<file path="src/sv/b64enc_pkg.sv">
// Package for the streaming Base64 encoder.
// Holds the request job type, queue sizing, pad code and the alphabet lookup.
// No dependencies.
`default_nettype none

package b64enc_pkg;

   // Depth of the job queue between the front and the back.
   localparam int unsigned QUEUE_DEPTH = 2;
   localparam int unsigned QUEUE_PTR_W = $clog2(QUEUE_DEPTH);
   localparam int unsigned QUEUE_CNT_W = $clog2(QUEUE_DEPTH + 1);

   // ASCII code of the '=' padding character.
   localparam logic [6:0] PAD_CODE = 7'd61;

   // Number of pending 2-bit pairs in the leftover register.
   localparam logic [1:0] PEND_NONE = 2'd0;
   localparam logic [1:0] PEND_ONE  = 2'd1;
   localparam logic [1:0] PEND_TWO  = 2'd2;

   // One classified request: up to four characters to emit.
   typedef struct packed {
      logic [3:0][5:0] sextet;    // sextet values, character 0 in slot 0
      logic [3:0]      pad;       // slot emits '=' instead of a sextet
      logic [1:0]      last_idx;  // index of the last character of this request
      logic            fin;       // request ends a message
   } job_type;

   // Maps a 6-bit value to its ASCII character in the standard alphabet.
   function automatic logic [6:0] sextet_char(input logic [5:0] v);
      logic [6:0] code;
      code = 7'd47;
      case (v) inside
         [6'd0:6'd25]:  code = 7'd65 + {1'b0, v};
         [6'd26:6'd51]: code = 7'd71 + {1'b0, v};
         [6'd52:6'd61]: code = {1'b0, v} - 7'd4;
         6'd62:         code = 7'd43;
         default:       code = 7'd47;
      endcase
      return code;
   endfunction

endpackage

`default_nettype wire

</file>
<file path="src/sv/base64_stream_encoder_top.sv">
// Streaming Base64 encoder, top level. Uses b64enc_pkg, b64enc_front,
// b64enc_queue and b64enc_back.
// The first character of a request passes through the job queue and then the
// output register before it reaches the result ports. Characters leave at one
// per cycle while pop drains the single output register; a request yields one
// to four characters, so requests are taken every cycle while the two-entry job
// queue has room. Reset clears the leftover bits, the job queue and the output valid flag.
`default_nettype none

module base64_stream_encoder_top (
   input  wire         clock,
   input  wire         reset,
   input  wire         push,
   output logic        full,
   input  wire  [7:0]  req_data_byte,
   input  wire         req_final_byte,
   output logic        empty,
   input  wire         pop,
   output logic [6:0]  rsp_char_code,
   output logic        rsp_last_char
);

   b64enc_pkg::job_type q_job;
   b64enc_pkg::job_type q_head;
   logic                q_push;
   logic                q_full;
   logic                q_pop;
   logic                q_empty;

   b64enc_front u_front (
      .clock          (clock),
      .reset          (reset),
      .push           (push),
      .full           (full),
      .req_data_byte  (req_data_byte),
      .req_final_byte (req_final_byte),
      .q_full         (q_full),
      .q_push         (q_push),
      .q_job          (q_job)
   );

   b64enc_queue u_queue (
      .clock   (clock),
      .reset   (reset),
      .q_push  (q_push),
      .q_job   (q_job),
      .q_full  (q_full),
      .q_pop   (q_pop),
      .q_empty (q_empty),
      .q_head  (q_head)
   );

   b64enc_back u_back (
      .clock         (clock),
      .reset         (reset),
      .q_empty       (q_empty),
      .q_head        (q_head),
      .q_pop         (q_pop),
      .empty         (empty),
      .pop           (pop),
      .rsp_char_code (rsp_char_code),
      .rsp_last_char (rsp_last_char)
   );

endmodule

`default_nettype wire

</file>
<file path="src/sv/b64enc_front.sv">
// Front of the Base64 encoder: accepts bytes, keeps the leftover bits and
// turns each request into a job of up to four characters. Uses b64enc_pkg.
`default_nettype none

module b64enc_front (
   input  wire                    clock,
   input  wire                    reset,
   input  wire                    push,
   output logic                   full,
   input  wire  [7:0]             req_data_byte,
   input  wire                    req_final_byte,
   input  wire                    q_full,
   output logic                   q_push,
   output b64enc_pkg::job_type    q_job
);

   logic [3:0] leftover_ff, leftover_in;
   logic [1:0] pending_ff, pending_in;
   logic       accept;

   assign full   = q_full;
   assign accept = push & ~q_full;
   assign q_push = accept;

   // Split the joined bits into sextets and append flush and padding on a final byte.
   always_comb begin
      logic [9:0]  acc10;
      logic [11:0] acc12;
      acc10 = {leftover_ff[1:0], req_data_byte};
      acc12 = {leftover_ff, req_data_byte};
      q_job        = '0;
      leftover_in  = leftover_ff;
      pending_in   = pending_ff;
      case (pending_ff)
         b64enc_pkg::PEND_ONE: begin
            q_job.sextet[0] = acc10[9:4];
            if (req_final_byte) begin
               q_job.sextet[1] = {acc10[3:0], 2'b00};
               q_job.pad[2]    = 1'b1;
               q_job.last_idx  = 2'd2;
            end else begin
               q_job.last_idx  = 2'd0;
            end
            leftover_in = acc10[3:0];
            pending_in  = b64enc_pkg::PEND_TWO;
         end
         b64enc_pkg::PEND_TWO: begin
            q_job.sextet[0] = acc12[11:6];
            q_job.sextet[1] = acc12[5:0];
            q_job.last_idx  = 2'd1;
            leftover_in = 4'd0;
            pending_in  = b64enc_pkg::PEND_NONE;
         end
         default: begin
            q_job.sextet[0] = req_data_byte[7:2];
            if (req_final_byte) begin
               q_job.sextet[1] = {req_data_byte[1:0], 4'b0000};
               q_job.pad[2]    = 1'b1;
               q_job.pad[3]    = 1'b1;
               q_job.last_idx  = 2'd3;
            end else begin
               q_job.last_idx  = 2'd0;
            end
            leftover_in = {2'b00, req_data_byte[1:0]};
            pending_in  = b64enc_pkg::PEND_ONE;
         end
      endcase
      q_job.fin = req_final_byte;
      // A final byte leaves nothing pending for the next message.
      if (req_final_byte) begin
         leftover_in = 4'd0;
         pending_in  = b64enc_pkg::PEND_NONE;
      end
   end

   // Leftover state advances only on an accepted request.
   always_ff @(posedge clock) begin
      if (reset) begin
         leftover_ff <= 4'd0;
         pending_ff  <= b64enc_pkg::PEND_NONE;
      end else if (accept) begin
         leftover_ff <= leftover_in;
         pending_ff  <= pending_in;
      end
   end

endmodule

`default_nettype wire

</file>
<file path="src/sv/b64enc_queue.sv">
// Short job queue between the encoder front and back.
// Uses b64enc_pkg for the job type and queue depth.
`default_nettype none

module b64enc_queue (
   input  wire                    clock,
   input  wire                    reset,
   input  wire                    q_push,
   input  b64enc_pkg::job_type    q_job,
   output logic                   q_full,
   input  wire                    q_pop,
   output logic                   q_empty,
   output b64enc_pkg::job_type    q_head
);

   localparam int unsigned PTR_W = b64enc_pkg::QUEUE_PTR_W;
   localparam int unsigned CNT_W = b64enc_pkg::QUEUE_CNT_W;

   b64enc_pkg::job_type entry_ff [b64enc_pkg::QUEUE_DEPTH];
   logic [PTR_W-1:0] wr_ptr_ff, wr_ptr_in;
   logic [PTR_W-1:0] rd_ptr_ff, rd_ptr_in;
   logic [CNT_W-1:0] count_ff, count_in;
   logic             do_push, do_pop;

   assign q_full  = (count_ff == CNT_W'(b64enc_pkg::QUEUE_DEPTH));
   assign q_empty = (count_ff == '0);
   assign q_head  = entry_ff[rd_ptr_ff];
   assign do_push = q_push & ~q_full;
   assign do_pop  = q_pop & ~q_empty;

   // Pointer and fill count updates with wraparound at the queue depth.
   always_comb begin
      wr_ptr_in = wr_ptr_ff;
      rd_ptr_in = rd_ptr_ff;
      count_in  = count_ff;
      if (do_push) begin
         wr_ptr_in = (wr_ptr_ff == PTR_W'(b64enc_pkg::QUEUE_DEPTH - 1)) ? '0
                                                                       : wr_ptr_ff + 1'b1;
      end
      if (do_pop) begin
         rd_ptr_in = (rd_ptr_ff == PTR_W'(b64enc_pkg::QUEUE_DEPTH - 1)) ? '0
                                                                       : rd_ptr_ff + 1'b1;
      end
      if (do_push & ~do_pop) begin
         count_in = count_ff + 1'b1;
      end else if (do_pop & ~do_push) begin
         count_in = count_ff - 1'b1;
      end
   end

   always_ff @(posedge clock) begin
      if (reset) begin
         wr_ptr_ff <= '0;
         rd_ptr_ff <= '0;
         count_ff  <= '0;
      end else begin
         wr_ptr_ff <= wr_ptr_in;
         rd_ptr_ff <= rd_ptr_in;
         count_ff  <= count_in;
      end
   end

   // Job storage needs no reset.
   always_ff @(posedge clock) begin
      if (do_push) begin
         entry_ff[wr_ptr_ff] <= q_job;
      end
   end

endmodule

`default_nettype wire

</file>
<file path="src/sv/b64enc_back.sv">
// Back of the Base64 encoder: steps through each queued job one character a cycle while
// the output register is free or popped, and holds the result in it. Uses b64enc_pkg.
`default_nettype none

module b64enc_back (
   input  wire                    clock,
   input  wire                    reset,
   input  wire                    q_empty,
   input  b64enc_pkg::job_type    q_head,
   output logic                   q_pop,
   output logic                   empty,
   input  wire                    pop,
   output logic [6:0]             rsp_char_code,
   output logic                   rsp_last_char
);

   logic [1:0] idx_ff, idx_in;
   logic       valid_ff, valid_in;
   logic [6:0] char_ff, char_in;
   logic       last_ff, last_in;
   logic       advance, load, at_end;

   assign empty         = ~valid_ff;
   assign rsp_char_code = char_ff;
   assign rsp_last_char = last_ff;

   // The output register takes a new character when it is free or being drained.
   assign advance = ~valid_ff | pop;
   assign load    = advance & ~q_empty;
   assign at_end  = (idx_ff == q_head.last_idx);
   assign q_pop   = load & at_end;

   // Pick the current character of the head job.
   always_comb begin
      idx_in   = idx_ff;
      valid_in = valid_ff;
      char_in  = char_ff;
      last_in  = last_ff;
      if (load) begin
         valid_in = 1'b1;
         char_in  = q_head.pad[idx_ff] ? b64enc_pkg::PAD_CODE
                                       : b64enc_pkg::sextet_char(q_head.sextet[idx_ff]);
         last_in  = q_head.fin & at_end;
         idx_in   = at_end ? 2'd0 : idx_ff + 2'd1;
      end else if (advance) begin
         valid_in = 1'b0;
      end
   end

   always_ff @(posedge clock) begin
      if (reset) begin
         idx_ff   <= 2'd0;
         valid_ff <= 1'b0;
      end else begin
         idx_ff   <= idx_in;
         valid_ff <= valid_in;
      end
   end

   // Character payload needs no reset.
   always_ff @(posedge clock) begin
      char_ff <= char_in;
      last_ff <= last_in;
   end

endmodule

`default_nettype wire
</file>
<file path="config.mk">
export PLATFORM = sky130hd
export DESIGN_NAME = base64_stream_encoder_top
export DESIGN_NICKNAME = d
export VERILOG_FILES = /design/src/sv/b64enc_pkg.sv /design/src/sv/base64_stream_encoder_top.sv /design/src/sv/b64enc_front.sv /design/src/sv/b64enc_queue.sv /design/src/sv/b64enc_back.sv
export SDC_FILE = /design/constraint.sdc
export NUM_CORES = 1
export LEC_CHECK = 0
export BUFFER_PORTS_ARGS = -buffer_cell sky130_fd_sc_hd__buf_2
export CORE_MARGIN = 5
export CORE_UTILIZATION = 63
export CTS_CLUSTER_SIZE = 8
export DETAILED_ROUTE_END_ITERATION = 8
export PLACE_DENSITY = 0.83
export SYNTH_ARGS = -nofsm -noshare
export SYNTH_HDL_FRONTEND = slang
export SYNTH_SLANG_ARGS = --single-unit
</file>
<file path="constraint.sdc">
create_clock -name clock -period 7.8 [get_ports clock]
set_input_delay 1.56 -clock clock [delete_from_list [all_inputs] [get_ports clock]]
set_output_delay 1.56 -clock clock [all_outputs]
set_load 0.01 [all_outputs]
</file>
# Word level (Yosys, flattened, before mapping)
# Memory sizes are Yosys's and may differ from the RTL's. A register that Yosys moved wholly into a read port is not among the register bits.
# Cells that the tools add are included.
# totals
ram_bits	34
mem_count	1
word_cells	83
regBits	21
# memory_table
memory	depth	word_bits	read_ports	rd_clocked_by_memory_dff	write_ports	line_no	source
u_queue.entry_ff	2	17	1	1	1	b64enc_queue.sv:19	b64enc_pkg::job_type entry_ff [b64enc_pkg::QUEUE_DEPTH];
# op_classes
muxes	32
n_reduce_logical	7
addsub	8
bitwise	14
eq_ne	5
order_cmp	7
# op_table
cell	count
$pmux 12 s2	1
$mux 7	3
$mux 6	3
$add 7x6->7 const A	2
$bmux 6 s2	1
$le 6x6->1 const B	2
$mux 2	6
$mux 1	11
$and 1x1->1	8
$pmux 2 s2	2
$pmux 4 s2	1
$sub 6x3->7 const B	1
$eq 6x6->1 const B	1
$ge 6x1->1 const B	1
$ge 6x5->1 const B	1
$ge 6x6->1 const B	1
$le 6x5->1 const B	1
$not 1->1	5
$add 2x1->2 const B	2
$eq 2x2->1 const B	2
$mux 4	1
$reduce_bool 2->1	2
$logic_and 1x1->1	3
$lt 2x3->1 const B	1
other kinds (10)	11

# Depth between registers and ports, before layout
# logic_depth
word_depth	8
depth_mapped	11

# Cells and area by module
# From an unflattened synthesis, not the netlist that was laid out.
# hier_totals
cells_unflattened	325
area_unflattened_um2	4254.1
# by_module_without_submodules
mod	cells_each	instances	seq_area_each_um2	area_each_um2
b64enc_queue	121	1	1961.9	2443.6
b64enc_back	117	1	300.3	1161.1
b64enc_front	87	1	120.1	649.4

# Least setup slack after synthesis
# Ideal clock, no wire load.
# synth_timing
kind	input-to-reg
from	input pop
to	register u_queue.count_ff[1]
t_arrival_ps	2959
n_path_buf	0
slack_ps	4771
required_ps	7730
path_stages	7
cell_sequence	nand2b_1 > o21ai_0 > inv_1 > nand2_1 > ha_1 > or3_1 > a21oi_1
# synth_via
elab_chain_len	7
elab_cells_between_ends	9
cone_classes	mux (1); bitwise (7); reduce/logical (1)
# synth_rtl
item	line_no	source
start: declaration	base64_stream_encoder_top.sv:18	input wire pop,
$or 1x1->1 *	b64enc_back.sv:28	assign advance = ~valid_ff | pop;
$and 1x1->1 *	b64enc_back.sv:29	assign load = advance & ~q_empty;
net u_back.load	b64enc_back.sv:21	logic advance, load, at_end;
$and 1x1->1 *	b64enc_back.sv:31	assign q_pop = load & at_end;
$and 1x1->1 *	b64enc_queue.sv:29	assign do_pop = q_pop & ~q_empty;
$not 1->1	b64enc_queue.sv:44	if (do_push & ~do_pop) begin
$and 1x1->1	b64enc_queue.sv:44	
$mux 2 or $reduce_bool 2->1 (tied branches)	-	
end signal: assignment	b64enc_queue.sv:59	count_ff <= count_in;
end: declaration	b64enc_queue.sv:22	logic [CNT_W-1:0] count_ff, count_in;
# The timed path passes the listed nets; every way through them passes the cells marked *.
# A chain may end at the register's enable or synchronous reset.

==> summary.md <==
| Metric | Value |
|---|---|
| Status | `finished, final reports clean` |
| Crit Path Class | `flip-flop to flip-flop` |
| Antenna violations before repair | `0` |
| Number of flops mapped to enable cells by yosys | `42` |
| WL met3 | `284 um` |
| Die Y | `79.0 um` |
| Finished Layout Cells | `341` |
| Gpl congestion | `0.993` |
| Met2 routed WL | `3110 um` |
| Fin. Hold Viols | `0` |
| Commonest non-fill, non-tap cells in the layout | `edfxtp_1 (42), nor2_1 (27), nand2_1 (22), buf_2 (22)` |
| R2r setup slk | `4320 ps` |
| CP Data Required Time | `7870 ps` |
| PwrDens | `386 nW/um^2` |
| Synth Instances | `267` |
| # diodes | `0` |
| Fmax achieved | `0.287 GHz` |
| Max Cap Violations | `0` |
| Root Driver | `clkbuf_8` |
| Slew margin rel. | `42.1%` |
| Final setup vio count | `0` |
| Total Routing Usage GR | `21.3%` |
| Ys Warns | `0` |
| DR top layer | `met4` |
| DPL Wire Length | `4560 um` |
| Synth Register Bits | `56` |
| Crit path capture type | `flip-flop` |
| Worst hold path startpoint | `u_front.leftover_ff[3]` |
| Vias in the first global route | `2070` |
| Pre-antenna DRT Iters | `4` |
| Total power draw | `1.25 mW` |
| Crit path DAT | `3560 ps` |
| Hold Path Stages | `2` |
| CTS Buf Count | `5` |
| PnR worst setup slack | `4320 ps` |
| Routed WL | `6000 um` |
| CTS tree | `yes` |
| Routed wire per std cell | `17.6 um` |
| Layout Nets | `309` |
| CTS sink count | `56` |
| Netlist cell types | `50` |
| GR Overflow Total | `0` |
| CTS HTree Levels | `2` |
| Net Count, Synth | `290` |
| Most common cell after layout, fill and taps aside | `edfxtp_1` |
| Starting Density | `64.3%` |
| Rows | `25` |
| Placed cell count | `333` |
| RSZ-0062 raised after global routing | `no` |
| Fin crit share | `44.7%` |
| Initial drt markers | `107` |
| Synth async-reset ratio | `0%` |
| Worst R2R Path Depth | `8` |
| WHS Endpoint | `u_front.leftover_ff[3]` |
| Pins Over Slew Limit | `0` |
| Area grow syn2layout | `7.93%` |
| Fraction of layout cells with a size suffix above 1 | `17.4%` |
| DRC violations left | `0` |
| Sequential share of the synthesized area | `51.4%` |
| First-pass GRT wire length | `10100 um` |
| Crit path max fanout | `17` |
| Die width | `79.0 um` |
| FF-to-FF End | `u_back.rsp_char_code[4]` |
| DR vias | `2119` |
| Main synth FF type | `edfxtp_1` |
| Via/cell ratio | `6.21` |
| Largest net degree at the start of global routing | `23` |
| I/O Buffers | `22` |
| Reg clk slew, reported paths | `100 ps` |
| Postcts setup bufs | `0` |
| Area of the mapped netlist | `3000 sq um` |
| Mapped Avg Cell Area | `11.2 sq um` |
| Clock Latency Late Sink | `310 ps` |
| Routed Antenna Nets | `0` |
| Fin crit period | `3480 ps` |
| Core area | `4660 sq um` |
| DRT met1 WL | `2460 um` |
| CTS max path bufs | `2` |
| Final TNS setup | `0 ps` |
| Final core occ | `69.4%` |
| Worst Hold Class | `flip-flop to flip-flop` |
| Slew @ Worst Pin | `868 ps` |
| Post-cts sizing count | `0` |
| Die area | `6240 sq um` |
| Peak supply drop | `0.204 mV` |
| Startpoint types | `flip-flop` |
| # hold bufs at CTS | `0` |
| IO Pins | `23` |
| Leakage | `1.19 nW` |
| Worst Clk Skew | `4.21 ps` |
| Place WS | `4350 ps` |
## critical path, stage by stage, from the launching register on
cell and delay [ps]:
dfxtp_1 900, mux4_2 500, nor2b_1 300, ha_1 330
nand3_1 110, a31o_1 290, a32oi_2 400, o21ai_1 140
a211o_1 280
## through the flow
step	instance area (sq um)	hold WS, ps
final	3230	461
after global routing	3230	511
after CTS	3230	462
after detailed placement	3120	449
after global placement	3120	440
after floorplan	3000	425
## flip-flops by register name, indices dropped and copies added (netlist names), named ones only
register              cells
u_queue.entry_ff         34
u_back.rsp_char_code      7
u_front.leftover_ff       4
u_back.idx_ff             2
u_front.pending_ff        2
u_queue.count_ff          2
u_back.rsp_last_char      1
u_back.valid_ff           1
u_queue.rd_ptr_ff         1
u_queue.wr_ptr_ff         1
## cell usage after synthesis, types with 8 or more instances
cell type  instances  area [sq um]
edfxtp_1          42          1260
dfxtp_1           14           280
clkbuf_1           8          30.0
a21oi_1           14          70.1
nand2_1           22          82.6
inv_1             12          45.0
a22oi_1           12          90.1
ha_1              10           125
o21ai_0           10          50.1
nor2_1            27           101
## metal layers
metal  up-vias  track usage (%)
li1       1031                -
met2        72             37.7
met5         -                0
met4         0             8.08
met1      1004             25.2
met3        12             4.54
## final cells by class
class	instances	area [sq um]
sequential	56	1540
fill	337	1430
multi-input combinational	187	1340
timing repair buffer	24	125
clock buffer	5	68.8
tap	54	67.6
clock inverter	3	47.5
inverter	12	45.0
## cells by family after synthesis
| group | count (synthesis) | synth area share (%) |
|---|---|---|
| flip-flops | 56 | 51.4 |
| AO/OA/AOI/OAI | 62 | 15.1 |
| XOR/XNOR | 11 | 3.21 |
| multiplexers | 20 | 9.02 |
| adder cells (fa/ha/maj) | 10 | 4.18 |
| AND/OR/NAND/NOR | 84 | 13.2 |
| buffers and inverters | 24 | 3.88 |
## where the power goes
part	total, mW	switching, mW	internal, mW
sequential	0.466	0.0528	0.413
clock	0.189	0.0921	0.0967
combinational	0.595	0.350	0.245
## how the worst max path moves through the flow
stage / from / to / slack (ps)
2_1_floorplan: pop / u_queue.count_ff[1] / 4770
3_3_place_gp: flip-flop / u_back.rsp_char_code[3] / 4350
3_5_place_dp: flip-flop / u_back.rsp_char_code[4] / 4350
4_1_cts: flip-flop / u_back.rsp_char_code[4] / 4330
5_1_grt: flip-flop / u_back.rsp_char_code[0] / 3990
6_report: flip-flop / u_back.rsp_char_code[4] / 4320
Power figures use the tool's default switching activity.
